[config.mk]
export PLATFORM = sky130hd
export DESIGN_NAME = thermal_fan_speed_controller
export DESIGN_NICKNAME = d
export VERILOG_FILES = /design/src/rtl/tfsc_pkg.sv /design/src/rtl/tfsc_deg.sv /design/src/rtl/tfsc_ratio.sv /design/src/rtl/thermal_fan_speed_controller.sv
export SDC_FILE = /design/constraint.sdc
export NUM_CORES = 1
export LEC_CHECK = 0
export BUFFER_PORTS_ARGS = -buffer_cell sky130_fd_sc_hd__buf_4
export CORE_UTILIZATION = 64
export CTS_CLUSTER_SIZE = 12
export DETAILED_ROUTE_END_ITERATION = 10
export GPL_TIMING_DRIVEN = 0
export PLACE_DENSITY = 0.82
export SLEW_MARGIN = 20
export SYNTH_ARGS = -nofsm -noshare
export SYNTH_HDL_FRONTEND = slang
export SYNTH_HIERARCHICAL = 1
export SYNTH_SLANG_ARGS = --single-unit
[constraint.sdc]
create_clock -name clk -period 10.7 [get_ports clk]
set_input_delay 1.07 -clock clk [delete_from_list [all_inputs] [get_ports clk]]
set_output_delay 1.07 -clock clk [all_outputs]
set_load 0.03 [all_outputs]
[src/rtl/tfsc_pkg.sv]
package tfsc_pkg;

    // Field widths.
    localparam int unsigned READING_W = 17;
    localparam int unsigned DEG_W     = 7;
    localparam int unsigned SPEED_W   = 16;
    localparam int unsigned TRI_W     = 13;  // largest triangular number of a 7-bit count
    localparam int unsigned PROD_W    = TRI_W + SPEED_W;
    localparam int unsigned CFG_IDX_W = 3;
    localparam int unsigned CFG_DAT_W = 16;
    localparam int unsigned IN_TDATA_W = 24;

    // Divider constant for millidegrees to whole degrees.
    localparam int unsigned MILLI_PER_DEG = 1000;
    localparam int unsigned DEG_REM_W     = 10;   // remainder stays below 1000
    localparam int unsigned DEG_QUOT_W    = 8;    // 131071 / 1000 fits in 8 bits
    localparam logic [DEG_W-1:0] DEG_MAX  = '1;

    // Configuration register indexes.
    localparam logic [CFG_IDX_W-1:0] REG_LOW_THRESHOLD  = 3'd0;
    localparam logic [CFG_IDX_W-1:0] REG_RAMP_THRESHOLD = 3'd1;
    localparam logic [CFG_IDX_W-1:0] REG_FULL_THRESHOLD = 3'd2;
    localparam logic [CFG_IDX_W-1:0] REG_SPEED_FLOOR    = 3'd3;
    localparam logic [CFG_IDX_W-1:0] REG_SPEED_CEILING  = 3'd4;

    // Register reset values.
    localparam logic [DEG_W-1:0]   RST_LOW_THRESHOLD  = 7'd63;
    localparam logic [DEG_W-1:0]   RST_RAMP_THRESHOLD = 7'd66;
    localparam logic [DEG_W-1:0]   RST_FULL_THRESHOLD = 7'd86;
    localparam logic [SPEED_W-1:0] RST_SPEED_FLOOR    = 16'd500;
    localparam logic [SPEED_W-1:0] RST_SPEED_CEILING  = 16'd6500;

    typedef enum logic [2:0] {
        ST_IDLE,
        ST_DEG,
        ST_DECIDE,
        ST_RATIO,
        ST_EMIT
    } ctrl_state_t;

    typedef enum logic [2:0] {
        RP_IDLE,
        RP_MUL,
        RP_BIAS,
        RP_DIV,
        RP_DONE
    } ratio_phase_t;

    typedef struct packed {
        logic                 start;
        logic [READING_W-1:0] dividend;
    } deg_req_t;

    typedef struct packed {
        logic             done;
        logic [DEG_W-1:0] degrees;
    } deg_rsp_t;

    typedef struct packed {
        logic               start;
        logic [DEG_W-1:0]   num_n;
        logic [DEG_W-1:0]   den_n;
        logic [SPEED_W-1:0] span;
    } ratio_req_t;

    typedef struct packed {
        logic               done;
        logic [SPEED_W-1:0] quot;
    } ratio_rsp_t;

    // Triangular number n(n+1)/2 of a 7-bit count.
    function automatic logic [TRI_W-1:0] tri7(input logic [DEG_W-1:0] n);
        logic [TRI_W:0] prod;
        prod = 14'({7'd0, n}) * 14'({6'd0, {1'b0, n} + 8'd1});
        return prod[TRI_W:1];
    endfunction

endpackage

[src/rtl/tfsc_deg.sv]
module tfsc_deg (
    input  logic               clk,
    input  logic               rst_n,
    input  tfsc_pkg::deg_req_t req,
    output tfsc_pkg::deg_rsp_t rsp
);
    import tfsc_pkg::*;

    // Restoring division by 1000, one dividend bit per cycle.
    logic                  busy_reg, busy_next;
    logic                  done_reg, done_next;
    logic [4:0]            cnt_reg, cnt_next;
    logic [READING_W-1:0]  dvd_reg, dvd_next;
    logic [DEG_REM_W-1:0]  rem_reg, rem_next;
    logic [DEG_QUOT_W-1:0] quot_reg, quot_next;
    logic [DEG_REM_W:0]    rem_sh;
    logic                  ge;

    always_comb
    begin
        rem_sh    = {rem_reg, dvd_reg[READING_W-1]};
        ge        = rem_sh >= (DEG_REM_W+1)'(MILLI_PER_DEG);
        busy_next = busy_reg;
        done_next = 1'b0;
        cnt_next  = cnt_reg;
        dvd_next  = dvd_reg;
        rem_next  = rem_reg;
        quot_next = quot_reg;
        if (req.start)
        begin
            busy_next = 1'b1;
            cnt_next  = 5'(READING_W - 1);
            dvd_next  = req.dividend;
            rem_next  = '0;
            quot_next = '0;
        end
        else if (busy_reg)
        begin
            dvd_next  = {dvd_reg[READING_W-2:0], 1'b0};
            rem_next  = ge ? DEG_REM_W'(rem_sh - (DEG_REM_W+1)'(MILLI_PER_DEG))
                           : rem_sh[DEG_REM_W-1:0];
            quot_next = {quot_reg[DEG_QUOT_W-2:0], ge};
            cnt_next  = cnt_reg - 5'd1;
            if (cnt_reg == 5'd0)
            begin
                busy_next = 1'b0;
                done_next = 1'b1;
            end
        end
    end

    always_ff @(posedge clk or negedge rst_n)
    begin
        if (!rst_n)
        begin
            busy_reg <= 1'b0;
            done_reg <= 1'b0;
            cnt_reg  <= '0;
        end
        else
        begin
            busy_reg <= busy_next;
            done_reg <= done_next;
            cnt_reg  <= cnt_next;
        end
    end

    always_ff @(posedge clk)
    begin
        dvd_reg  <= dvd_next;
        rem_reg  <= rem_next;
        quot_reg <= quot_next;
    end

    // Readings above 127.999 degrees saturate.
    assign rsp.done    = done_reg;
    assign rsp.degrees = quot_reg[DEG_QUOT_W-1] ? DEG_MAX : quot_reg[DEG_W-1:0];

endmodule

[src/rtl/tfsc_ratio.sv]
module tfsc_ratio (
    input  logic                 clk,
    input  logic                 rst_n,
    input  tfsc_pkg::ratio_req_t req,
    output tfsc_pkg::ratio_rsp_t rsp
);
    import tfsc_pkg::*;

    // Computes ceil(tri(num_n) * span / tri(den_n)) with a bit-serial
    // multiply followed by a bit-serial restoring divide.
    ratio_phase_t       phase_reg, phase_next;
    logic [3:0]         cnt_reg, cnt_next;
    logic [TRI_W-1:0]   mult_reg, mult_next;
    logic [TRI_W-1:0]   den_reg, den_next;
    logic [SPEED_W-1:0] span_reg, span_next;
    logic [PROD_W-1:0]  prod_reg, prod_next;
    logic [TRI_W-1:0]   rem_reg, rem_next;
    logic [SPEED_W-1:0] quot_reg, quot_next;
    logic [PROD_W:0]    biased;
    logic [TRI_W:0]     rem_sh;
    logic [TRI_W:0]     rem_diff;
    logic               ge;

    always_comb
    begin
        phase_next = phase_reg;
        unique case (phase_reg)
            RP_IDLE: if (req.start) phase_next = RP_MUL;
            RP_MUL:  if (cnt_reg == 4'd0) phase_next = RP_BIAS;
            RP_BIAS: phase_next = RP_DIV;
            RP_DIV:  if (cnt_reg == 4'd0) phase_next = RP_DONE;
            RP_DONE: phase_next = RP_IDLE;
            default: phase_next = RP_IDLE;
        endcase
    end

    always_comb
    begin
        biased   = {1'b0, prod_reg} + (PROD_W+1)'(den_reg) - (PROD_W+1)'(1);
        rem_sh   = {rem_reg, prod_reg[SPEED_W-1]};
        rem_diff = rem_sh - {1'b0, den_reg};
        ge       = rem_sh >= {1'b0, den_reg};

        cnt_next  = cnt_reg;
        mult_next = mult_reg;
        den_next  = den_reg;
        span_next = span_reg;
        prod_next = prod_reg;
        rem_next  = rem_reg;
        quot_next = quot_reg;
        unique case (phase_reg)
            RP_IDLE:
            begin
                if (req.start)
                begin
                    mult_next = tri7(req.num_n);
                    den_next  = tri7(req.den_n);
                    span_next = req.span;
                    prod_next = '0;
                    cnt_next  = 4'(TRI_W - 1);
                end
            end
            RP_MUL:
            begin
                prod_next = {prod_reg[PROD_W-2:0], 1'b0}
                          + (mult_reg[TRI_W-1] ? PROD_W'(span_reg) : '0);
                mult_next = {mult_reg[TRI_W-2:0], 1'b0};
                cnt_next  = cnt_reg - 4'd1;
            end
            RP_BIAS:
            begin
                // The quotient never exceeds the span, so the upper part of
                // the biased product is already below the divisor.
                rem_next  = biased[PROD_W-1:SPEED_W];
                prod_next = {TRI_W'(0), biased[SPEED_W-1:0]};
                quot_next = '0;
                cnt_next  = 4'(SPEED_W - 1);
            end
            RP_DIV:
            begin
                rem_next  = ge ? rem_diff[TRI_W-1:0] : rem_sh[TRI_W-1:0];
                prod_next = {prod_reg[PROD_W-2:0], 1'b0};
                quot_next = {quot_reg[SPEED_W-2:0], ge};
                cnt_next  = cnt_reg - 4'd1;
            end
            RP_DONE:
            begin
                cnt_next = cnt_reg;
            end
            default:
            begin
                cnt_next = cnt_reg;
            end
        endcase
    end

    always_ff @(posedge clk or negedge rst_n)
    begin
        if (!rst_n)
        begin
            phase_reg <= RP_IDLE;
            cnt_reg   <= '0;
        end
        else
        begin
            phase_reg <= phase_next;
            cnt_reg   <= cnt_next;
        end
    end

    always_ff @(posedge clk)
    begin
        mult_reg <= mult_next;
        den_reg  <= den_next;
        span_reg <= span_next;
        prod_reg <= prod_next;
        rem_reg  <= rem_next;
        quot_reg <= quot_next;
    end

    assign rsp.done = (phase_reg == RP_DONE);
    assign rsp.quot = quot_reg;

endmodule

[src/rtl/thermal_fan_speed_controller.sv]
// Thermal fan speed controller. Sensor words carry a reading in millidegrees
// (tdata bits 16:0) and tlast marks the last reading of a poll. A reading that
// does not end a poll only updates the running maximum, so such words can
// stream back to back. The word that ends a poll runs through a bit-serial
// divide by 1000, a decision state, and, when the temperature sits on one of
// the ramp curves, a bit-serial multiply and restoring divide, then a state
// that loads the output register. The sensor input opens again only once the
// controller is back in idle; a speed word still waiting in the output
// register stretches the load state until the receiver takes it. The first
// valid poll only records the temperature and drives speed_floor. A speed
// word is sent only when the fan speed changes; a poll taken while the
// thresholds or speeds are out of order is dropped. Configuration registers
// are written through the cfg channel, which is always ready, and must only
// be written while no poll is in flight.
module thermal_fan_speed_controller (
    input  logic                                clk,
    input  logic                                rst_n,
    // Sensor stream.
    input  logic                                s_axis_tvalid,
    output logic                                s_axis_tready,
    input  logic [tfsc_pkg::IN_TDATA_W-1:0]     s_axis_tdata,  // [16:0] reading_milli, rest zero
    input  logic                                s_axis_tlast,  // poll_end
    // Speed stream.
    output logic                                m_axis_tvalid,
    input  logic                                m_axis_tready,
    output logic [tfsc_pkg::SPEED_W-1:0]        m_axis_tdata,  // [15:0] new_speed
    // Configuration write channel.
    input  logic                                cfg_valid,
    output logic                                cfg_ready,
    input  logic [tfsc_pkg::CFG_IDX_W-1:0]      cfg_index,
    input  logic [tfsc_pkg::CFG_DAT_W-1:0]      cfg_data
);
    import tfsc_pkg::*;

    ctrl_state_t state_reg, state_next;

    // Configuration registers.
    logic [DEG_W-1:0]   low_reg, ramp_reg, full_reg;
    logic [SPEED_W-1:0] floor_reg, ceil_reg;

    // Controller state.
    logic [READING_W-1:0] peak_reg, peak_next;
    logic [DEG_W-1:0]     t_reg, t_next;
    logic [DEG_W-1:0]     last_deg_reg, last_deg_next;
    logic                 primed_reg, primed_next;
    logic [SPEED_W-1:0]   cur_reg, cur_next;
    logic [SPEED_W-1:0]   spd_reg, spd_next;
    logic                 rise_reg, rise_next;
    logic                 m_valid_reg, m_valid_next;
    logic [SPEED_W-1:0]   m_data_reg, m_data_next;

    deg_req_t   deg_req;
    deg_rsp_t   deg_rsp;
    ratio_req_t ratio_req;
    ratio_rsp_t ratio_rsp;

    logic                 accept;
    logic [READING_W-1:0] reading;
    logic [READING_W-1:0] peak_max;
    logic                 invalid;
    logic                 rise;
    logic                 fall;
    logic [SPEED_W-1:0]   base_speed;
    logic [SPEED_W-1:0]   cand;
    logic                 load;

    tfsc_deg u_deg (
        .clk   (clk),
        .rst_n (rst_n),
        .req   (deg_req),
        .rsp   (deg_rsp)
    );

    tfsc_ratio u_ratio (
        .clk   (clk),
        .rst_n (rst_n),
        .req   (ratio_req),
        .rsp   (ratio_rsp)
    );

    assign cfg_ready = 1'b1;
    assign accept    = s_axis_tvalid && s_axis_tready;
    assign reading   = s_axis_tdata[READING_W-1:0];
    assign peak_max  = (reading > peak_reg) ? reading : peak_reg;

    // Decision terms on the poll temperature.
    always_comb
    begin
        invalid = (low_reg > ramp_reg) || (ramp_reg > full_reg) || (floor_reg > ceil_reg);
        rise    = (t_reg > last_deg_reg) && (t_reg > ramp_reg) && (t_reg < full_reg);
        fall    = (t_reg < last_deg_reg) && (t_reg > low_reg) && (t_reg < full_reg);
        base_speed = cur_reg;
        if (t_reg >= full_reg)
        begin
            base_speed = ceil_reg;
        end
        if (t_reg <= low_reg)
        begin
            base_speed = floor_reg;
        end
        // The ramp quotient never exceeds the span, so neither form wraps.
        cand = rise_reg ? (floor_reg + ratio_rsp.quot) : (ceil_reg - ratio_rsp.quot);
    end

    // Next-state logic.
    always_comb
    begin
        state_next = state_reg;
        unique case (state_reg)
            ST_IDLE:
            begin
                if (accept && s_axis_tlast)
                begin
                    state_next = ST_DEG;
                end
            end
            ST_DEG:
            begin
                if (deg_rsp.done)
                begin
                    state_next = ST_DECIDE;
                end
            end
            ST_DECIDE:
            begin
                priority if (invalid)
                begin
                    state_next = ST_IDLE;
                end
                else if (primed_reg && (rise || fall))
                begin
                    state_next = ST_RATIO;
                end
                else
                begin
                    state_next = ST_EMIT;
                end
            end
            ST_RATIO:
            begin
                if (ratio_rsp.done)
                begin
                    state_next = ST_EMIT;
                end
            end
            ST_EMIT:
            begin
                if ((spd_reg == cur_reg) || load)
                begin
                    state_next = ST_IDLE;
                end
            end
            default:
            begin
                state_next = ST_IDLE;
            end
        endcase
    end

    // Control outputs.
    always_comb
    begin
        s_axis_tready     = (state_reg == ST_IDLE);
        deg_req.start     = (state_reg == ST_IDLE) && accept && s_axis_tlast;
        deg_req.dividend  = peak_max;
        ratio_req.start   = (state_reg == ST_DECIDE) && !invalid && primed_reg
                          && (rise || fall);
        ratio_req.num_n   = rise ? (t_reg - ramp_reg) : (full_reg - t_reg);
        ratio_req.den_n   = rise ? (full_reg - ramp_reg) : (full_reg - low_reg);
        ratio_req.span    = ceil_reg - floor_reg;
        load              = (state_reg == ST_EMIT) && (spd_reg != cur_reg)
                          && (!m_valid_reg || m_axis_tready);
    end

    // Datapath next values.
    always_comb
    begin
        peak_next     = peak_reg;
        t_next        = t_reg;
        last_deg_next = last_deg_reg;
        primed_next   = primed_reg;
        cur_next      = cur_reg;
        spd_next      = spd_reg;
        rise_next     = rise_reg;
        m_valid_next  = m_valid_reg && !m_axis_tready;
        m_data_next   = m_data_reg;

        if (accept)
        begin
            peak_next = s_axis_tlast ? '0 : peak_max;
        end
        if ((state_reg == ST_DEG) && deg_rsp.done)
        begin
            t_next = deg_rsp.degrees;
        end
        if ((state_reg == ST_DECIDE) && !invalid)
        begin
            last_deg_next = t_reg;
            primed_next   = 1'b1;
            rise_next     = rise;
            spd_next      = primed_reg ? base_speed : floor_reg;
        end
        if ((state_reg == ST_RATIO) && ratio_rsp.done)
        begin
            if (rise_reg)
            begin
                spd_next = (cand > spd_reg) ? cand : spd_reg;
            end
            else
            begin
                spd_next = (cand < spd_reg) ? cand : spd_reg;
            end
        end
        if (load)
        begin
            m_valid_next = 1'b1;
            m_data_next  = spd_reg;
            cur_next     = spd_reg;
        end
    end

    always_ff @(posedge clk or negedge rst_n)
    begin
        if (!rst_n)
        begin
            state_reg    <= ST_IDLE;
            low_reg      <= RST_LOW_THRESHOLD;
            ramp_reg     <= RST_RAMP_THRESHOLD;
            full_reg     <= RST_FULL_THRESHOLD;
            floor_reg    <= RST_SPEED_FLOOR;
            ceil_reg     <= RST_SPEED_CEILING;
            peak_reg     <= '0;
            last_deg_reg <= '0;
            primed_reg   <= 1'b0;
            cur_reg      <= '0;
            m_valid_reg  <= 1'b0;
        end
        else
        begin
            state_reg    <= state_next;
            peak_reg     <= peak_next;
            last_deg_reg <= last_deg_next;
            primed_reg   <= primed_next;
            cur_reg      <= cur_next;
            m_valid_reg  <= m_valid_next;
            if (cfg_valid && cfg_ready)
            begin
                unique case (cfg_index)
                    REG_LOW_THRESHOLD:  low_reg   <= cfg_data[DEG_W-1:0];
                    REG_RAMP_THRESHOLD: ramp_reg  <= cfg_data[DEG_W-1:0];
                    REG_FULL_THRESHOLD: full_reg  <= cfg_data[DEG_W-1:0];
                    REG_SPEED_FLOOR:    floor_reg <= cfg_data;
                    REG_SPEED_CEILING:  ceil_reg  <= cfg_data;
                    default:            low_reg   <= low_reg;
                endcase
            end
        end
    end

    always_ff @(posedge clk)
    begin
        t_reg      <= t_next;
        spd_reg    <= spd_next;
        rise_reg   <= rise_next;
        m_data_reg <= m_data_next;
    end

    assign m_axis_tvalid = m_valid_reg;
    assign m_axis_tdata  = m_data_reg;

    // A speed word is only ever sent after a valid poll has primed the block.
    a_emit_after_prime: assert property (@(posedge clk) disable iff (!rst_n)
        m_axis_tvalid |-> primed_reg)
        else $error("speed word sent before the first valid poll");

    // Loading the output register publishes the pending speed as the new current one.
    a_load_publishes: assert property (@(posedge clk) disable iff (!rst_n)
        load |=> (m_axis_tvalid && (m_axis_tdata == $past(spd_reg))
                  && (cur_reg == $past(spd_reg))))
        else $error("output register did not take the new speed");

    // The end of a poll always clears the running maximum.
    a_peak_cleared: assert property (@(posedge clk) disable iff (!rst_n)
        (accept && s_axis_tlast) |=> (peak_reg == '0))
        else $error("running maximum not cleared at end of poll");

    // The serial units only answer while the controller waits for them.
    a_ratio_in_ratio: assert property (@(posedge clk) disable iff (!rst_n)
        ratio_rsp.done |-> (state_reg == ST_RATIO))
        else $error("ramp unit finished outside the ramp state");

    a_deg_in_deg: assert property (@(posedge clk) disable iff (!rst_n)
        deg_rsp.done |-> (state_reg == ST_DEG))
        else $error("degree divider finished outside the divide state");

endmodule

# Word level (Yosys, flattened, before mapping)
# Cells that the tools add are included.
# word_totals
word_cells,180
out_inout_bits,19
inputBits,49
ff_bits,287
# op_classes
n_lt_le_gt_ge,15
add_sub_neg,16
multipliers,2
eq_ne,23
n_reduce_logical,49
muxes,46
# ops
op,n
$mux W16,10
$pmux W29 S4,1
$mux W17,4
$pmux W13 S2,2
$gt A7 B7 Y1,5
$gt A16 B16 Y1,2
$pmux W16 S2,1
$sub A16 B16 Y16,2
$add A29 B13 Y29,1
$add A29 B29 Y29,1
$mux W29,1
$sub A29 B1 Y29 const B,1
$mul A7 B8 Y14,2
$sub A7 B7 Y7,4
$mux W3,9
$mux W13,2
$eq A3 B2 Y1 const B,6
$reduce_and A2 Y1,9
$gt A17 B17 Y1,1
$logic_and A1 B1 Y1,17
$add A16 B16 Y16,1
$add A7 B1 Y8 const B,2
$eq A16 B16 Y1,1
$lt A16 B16 Y1,1
other kinds (34),65

# Longest topological paths before layout
# depth
ltp_word,9
ltp_mapped,34
ltp_nobuf,31

# Hierarchy
# Netlist, hierarchy kept.
# modules_own_cells
module,cells_per_inst,area_per_inst_um2,n_inst,seq_area_each_um2
tfsc_ratio,1179,11174.5,1,3178.0
thermal_fan_speed_controller,1103,10535.1,1,3683.5
tfsc_deg,167,1974.4,1,1046.0

# Worst setup path after synthesis
# Ideal clock, no wire load.
# synth_timing
kind,register to register
start,register t_reg[1]
end,register u_ratio.den_reg[11] (data pin)
t_required_ps,10563
arrival_time_ps,7391
path_buffers,2
stages_incl_launch_ff,30
setup_ps,137
period_less_slack_ps,7528
slack_ps,3172
path_cell_list,edfxtp_1 -> inv_1 -> ha_1 -> nor2b_1 -> o21ai_1 -> a21boi_1 -> o21ai_1 -> a21boi_1 -> o31ai_1 -> buf_2 -> nor2_1 -> buf_2 -> mux2i_1 -> ha_1 -> nand3_1 -> or2_2 -> ha_1 -> nor2_1 -> fa_1 -> fa_1 -> fa_1 -> inv_1 -> fa_1 -> inv_1 -> ha_1 -> a21oi_1 -> o21bai_1 -> a21oi_1 -> or4b_2 -> nand4_1
# synth_lines
element,line,rtl
from (decl),thermal_fan_speed_controller.sv:43,"logic [DEG_W-1:0] t_reg, t_next;"
from (signal assigned),thermal_fan_speed_controller.sv:262,t_reg <= t_next;
to (signal assigned),tfsc_ratio.sv:114,den_reg <= den_next;
to (decl),tfsc_ratio.sv:14,"logic [TRI_W-1:0] den_reg, den_next;"

==> impl_results.md <==
- Avg WL per Cell: 18.4 um
- CP dominant cell by count: inv_1
- Final net count: 2949
- Hold depth: 2
- Sequential cell area: 7910 um2
- Critical-path maximum fanout: 11
- Vias in the first global route: 18700
- Hold_buf cts: 0
- Clock period minus worst slack: 8.95 ns
- CTS buffer count: 34
- Min-Delay Startpoint: last_deg_reg[4]
- Die H: 194 um
- Hold crit path type: flip-flop to flip-flop
- Hold path endpoint: last_deg_reg[4]
- Syn Nets: 2850
- Endpoints failing setup: 0
- Met3 WL post-DR: 2540 um
- # DRC: 0
- Syn. warnings: 6
- Synth unique cells: 97
- Critical path type: flip-flop to flip-flop
- GRT Resource Usage Total: 30.1%
- Detail Placement HPWL: 43400 um
- Initial antenna violation count: 0
- H-tree depth: 2
- Post-synth EDFFs: 157
- Synth Register Bits: 287
- Layout cells sized above 1: 11.9%
- RSZ-0062 raised after global routing: no
- R2r setup slk: 1.75 ns
- Cell taking the most area after synthesis: edfxtp_1
- Mapped cell area: 23700 um2
- GRT Residual Overflow: 0
- R2R cell count: 32
- WP data required: 11.10 ns
- Status: complete, no violations
- I/O pin cnt: 68
- Top-count cell post-synth: ha_1
- CORE AREA: 36500 um2
- First-pass GRT wire length: 92600 um
- Slowest cell delay on critical path: 0.94 ns
- Mapped Cells: 2449
- Starting Density: 64.8%
- PortBufs: 57
- Slew Viols, Final: 0
- Fin crit share: 83.7%
- Max_cap viols: 0
- Die ar.: 37800 um2
- RD Place Congestion: 0.928
- Clock skew: 0.0205 ns
- Critical path's slowest cell: mux2i_1
- Clock transition at path regs: 0.06 ns
- Worst R2R End: u_ratio/den_reg[11]
- Iteration count of the initial detailed-routing pass: 6
- Area Overhead vs Synth: 9.48%
- Fill count: 2669
- Reg-to-reg startpoint: t_reg[1]
- Crit start category: flip-flop
- Clock Tree Root: clkbuf_16
- Mapped Avg Cell Area: 9.67 um2
- Crit path DAT: 9.35 ns
- Actual slew at the worst max-slew pin: 1.09 ns
- Synth area leaders: edfxtp_1 20%, ha_1 15%, dfrtp_1 9.3%
- Post-cts resize count: 0
- Post-CTS Setup Inserts: 0
- Num rows: 70
- Synth Flop Type: edfxtp_1
- Vias: 18300
- Met2 WL: 27400 um
- CTS Sinks: 287
- Critical Path End Type: flip-flop
- Area of the multi-input gates: 14500 um2
- Post-Route WL: 56000 um
- Max Freq: 112 MHz
- Initial DRC Count: 1139
- CTS tree: built
- Final hold vios: 0
- Setup TNS: 0 ns
- DRT antenna net count: 0
- Pin count of the biggest net entering global routing: 113
- Met1 WL: 24300 um
- Vias per cell: 6.02
- Synth top area share: 19.9%
- Max Used Layer: met4
- Worst skew pair latency: 0.53 ns
- Commonest cells in the netlist: 286 x ha_1, 265 x inv_1, 162 x a21oi_1, 162 x nand2_1, 157 x edfxtp_1
- Relative slew slack: 25.2%
- Worst-case clock buffer depth: 3
- Number of flip-flops in the largest register: 29
- Die Width: 194 um
- Antenna Cells: 0
- Asr flop ratio synth: 39.0%
- Post-synthesis sequential area ratio: 33.4%
## layer usage
layer | vias up | GRT usage [%]
met2 | 494 | 52.8
met4 | 0 | 10.9
met3 | 115 | 3.75
met1 | 8853 | 38.3
met5 | - | 0
li1 | 8837 | -
## worst max-delay path: cells and delay by family (launching register included)
kind / cells / cell delay [ns]
DFF: 1 / 0.48
adders and majority gates: 8 / 3.50
AOI/OAI and AO/OA: 9 / 1.55
muxes: 1 / 0.94
buffers and inverters: 8 / 1.03
and+or+nand+nor: 6 / 1.33
## kinds of logic after synthesis
family                   Yosys count  synth area share [%]
AND/OR/NAND/NOR                  654                  14.0
other                              1                0.0158
multiplexers                     130                  5.97
buffers and inverters            327                  5.53
XOR/XNOR                         147                  5.44
adder cells (fa/ha/maj)          352                  20.7
flip-flops                       287                  33.4
AO/OA/AOI/OAI                    551                  15.0
## cells in the final DEF (no fill, tap or decap), types with 88 or more instances in the layout
master | netlist | layout
nor2_1 | 156 | 156
edfxtp_1 | 157 | 157
inv_1 | 265 | 264
nand2_1 | 162 | 162
dfrtp_1 | 88 | 88
mux2_2 | 90 | 90
a21oi_1 | 162 | 162
xnor2_1 | 95 | 95
o21ai_0 | 104 | 103
ha_1 | 286 | 286
## cell type report
cell class              instances  area share, %
plain buffers                  62           1.22
clock buffers                  52           4.01
clock inverters                10          0.376
inverters                     265           3.84
multi-input cells            1835           55.9
flip-flops and latches        287           30.5
well taps                     468           2.26
repair buffers                 63           1.91
## how the worst max path moves through the flow
| stage | startpoint | endpoint |
|---|---|---|
| 5_1_grt | t_reg[1] | u_ratio/den_reg[11] |
| 2_1_floorplan | t_reg[1] | u_ratio/den_reg[11] |
| 4_1_cts | t_reg[1] | u_ratio/den_reg[11] |
| 6_report | t_reg[1] | u_ratio/den_reg[11] |
| 3_5_place_dp | t_reg[1] | u_ratio/den_reg[11] |
| 3_3_place_gp | ceil_reg[0] | u_ratio/mult_reg[0] |
## through the flow
stage	area [um2]	std cells	hold WS, ns	util, %	worst slack [ns]
floorplan	23700	2449	0.450	-	3.17
global placement	24700	2974	0.464	67.6	1.80
detailed placement	24800	2980	0.477	67.9	1.98
CTS	25900	3042	0.488	71.0	1.90
global route	25900	3042	0.510	71.0	1.28
finish	25900	3042	0.481	71.0	1.75
Power is left out: the tool's default activity adds up to more than one toggle a clock period on the data nets, which glitch-free logic cannot reach.
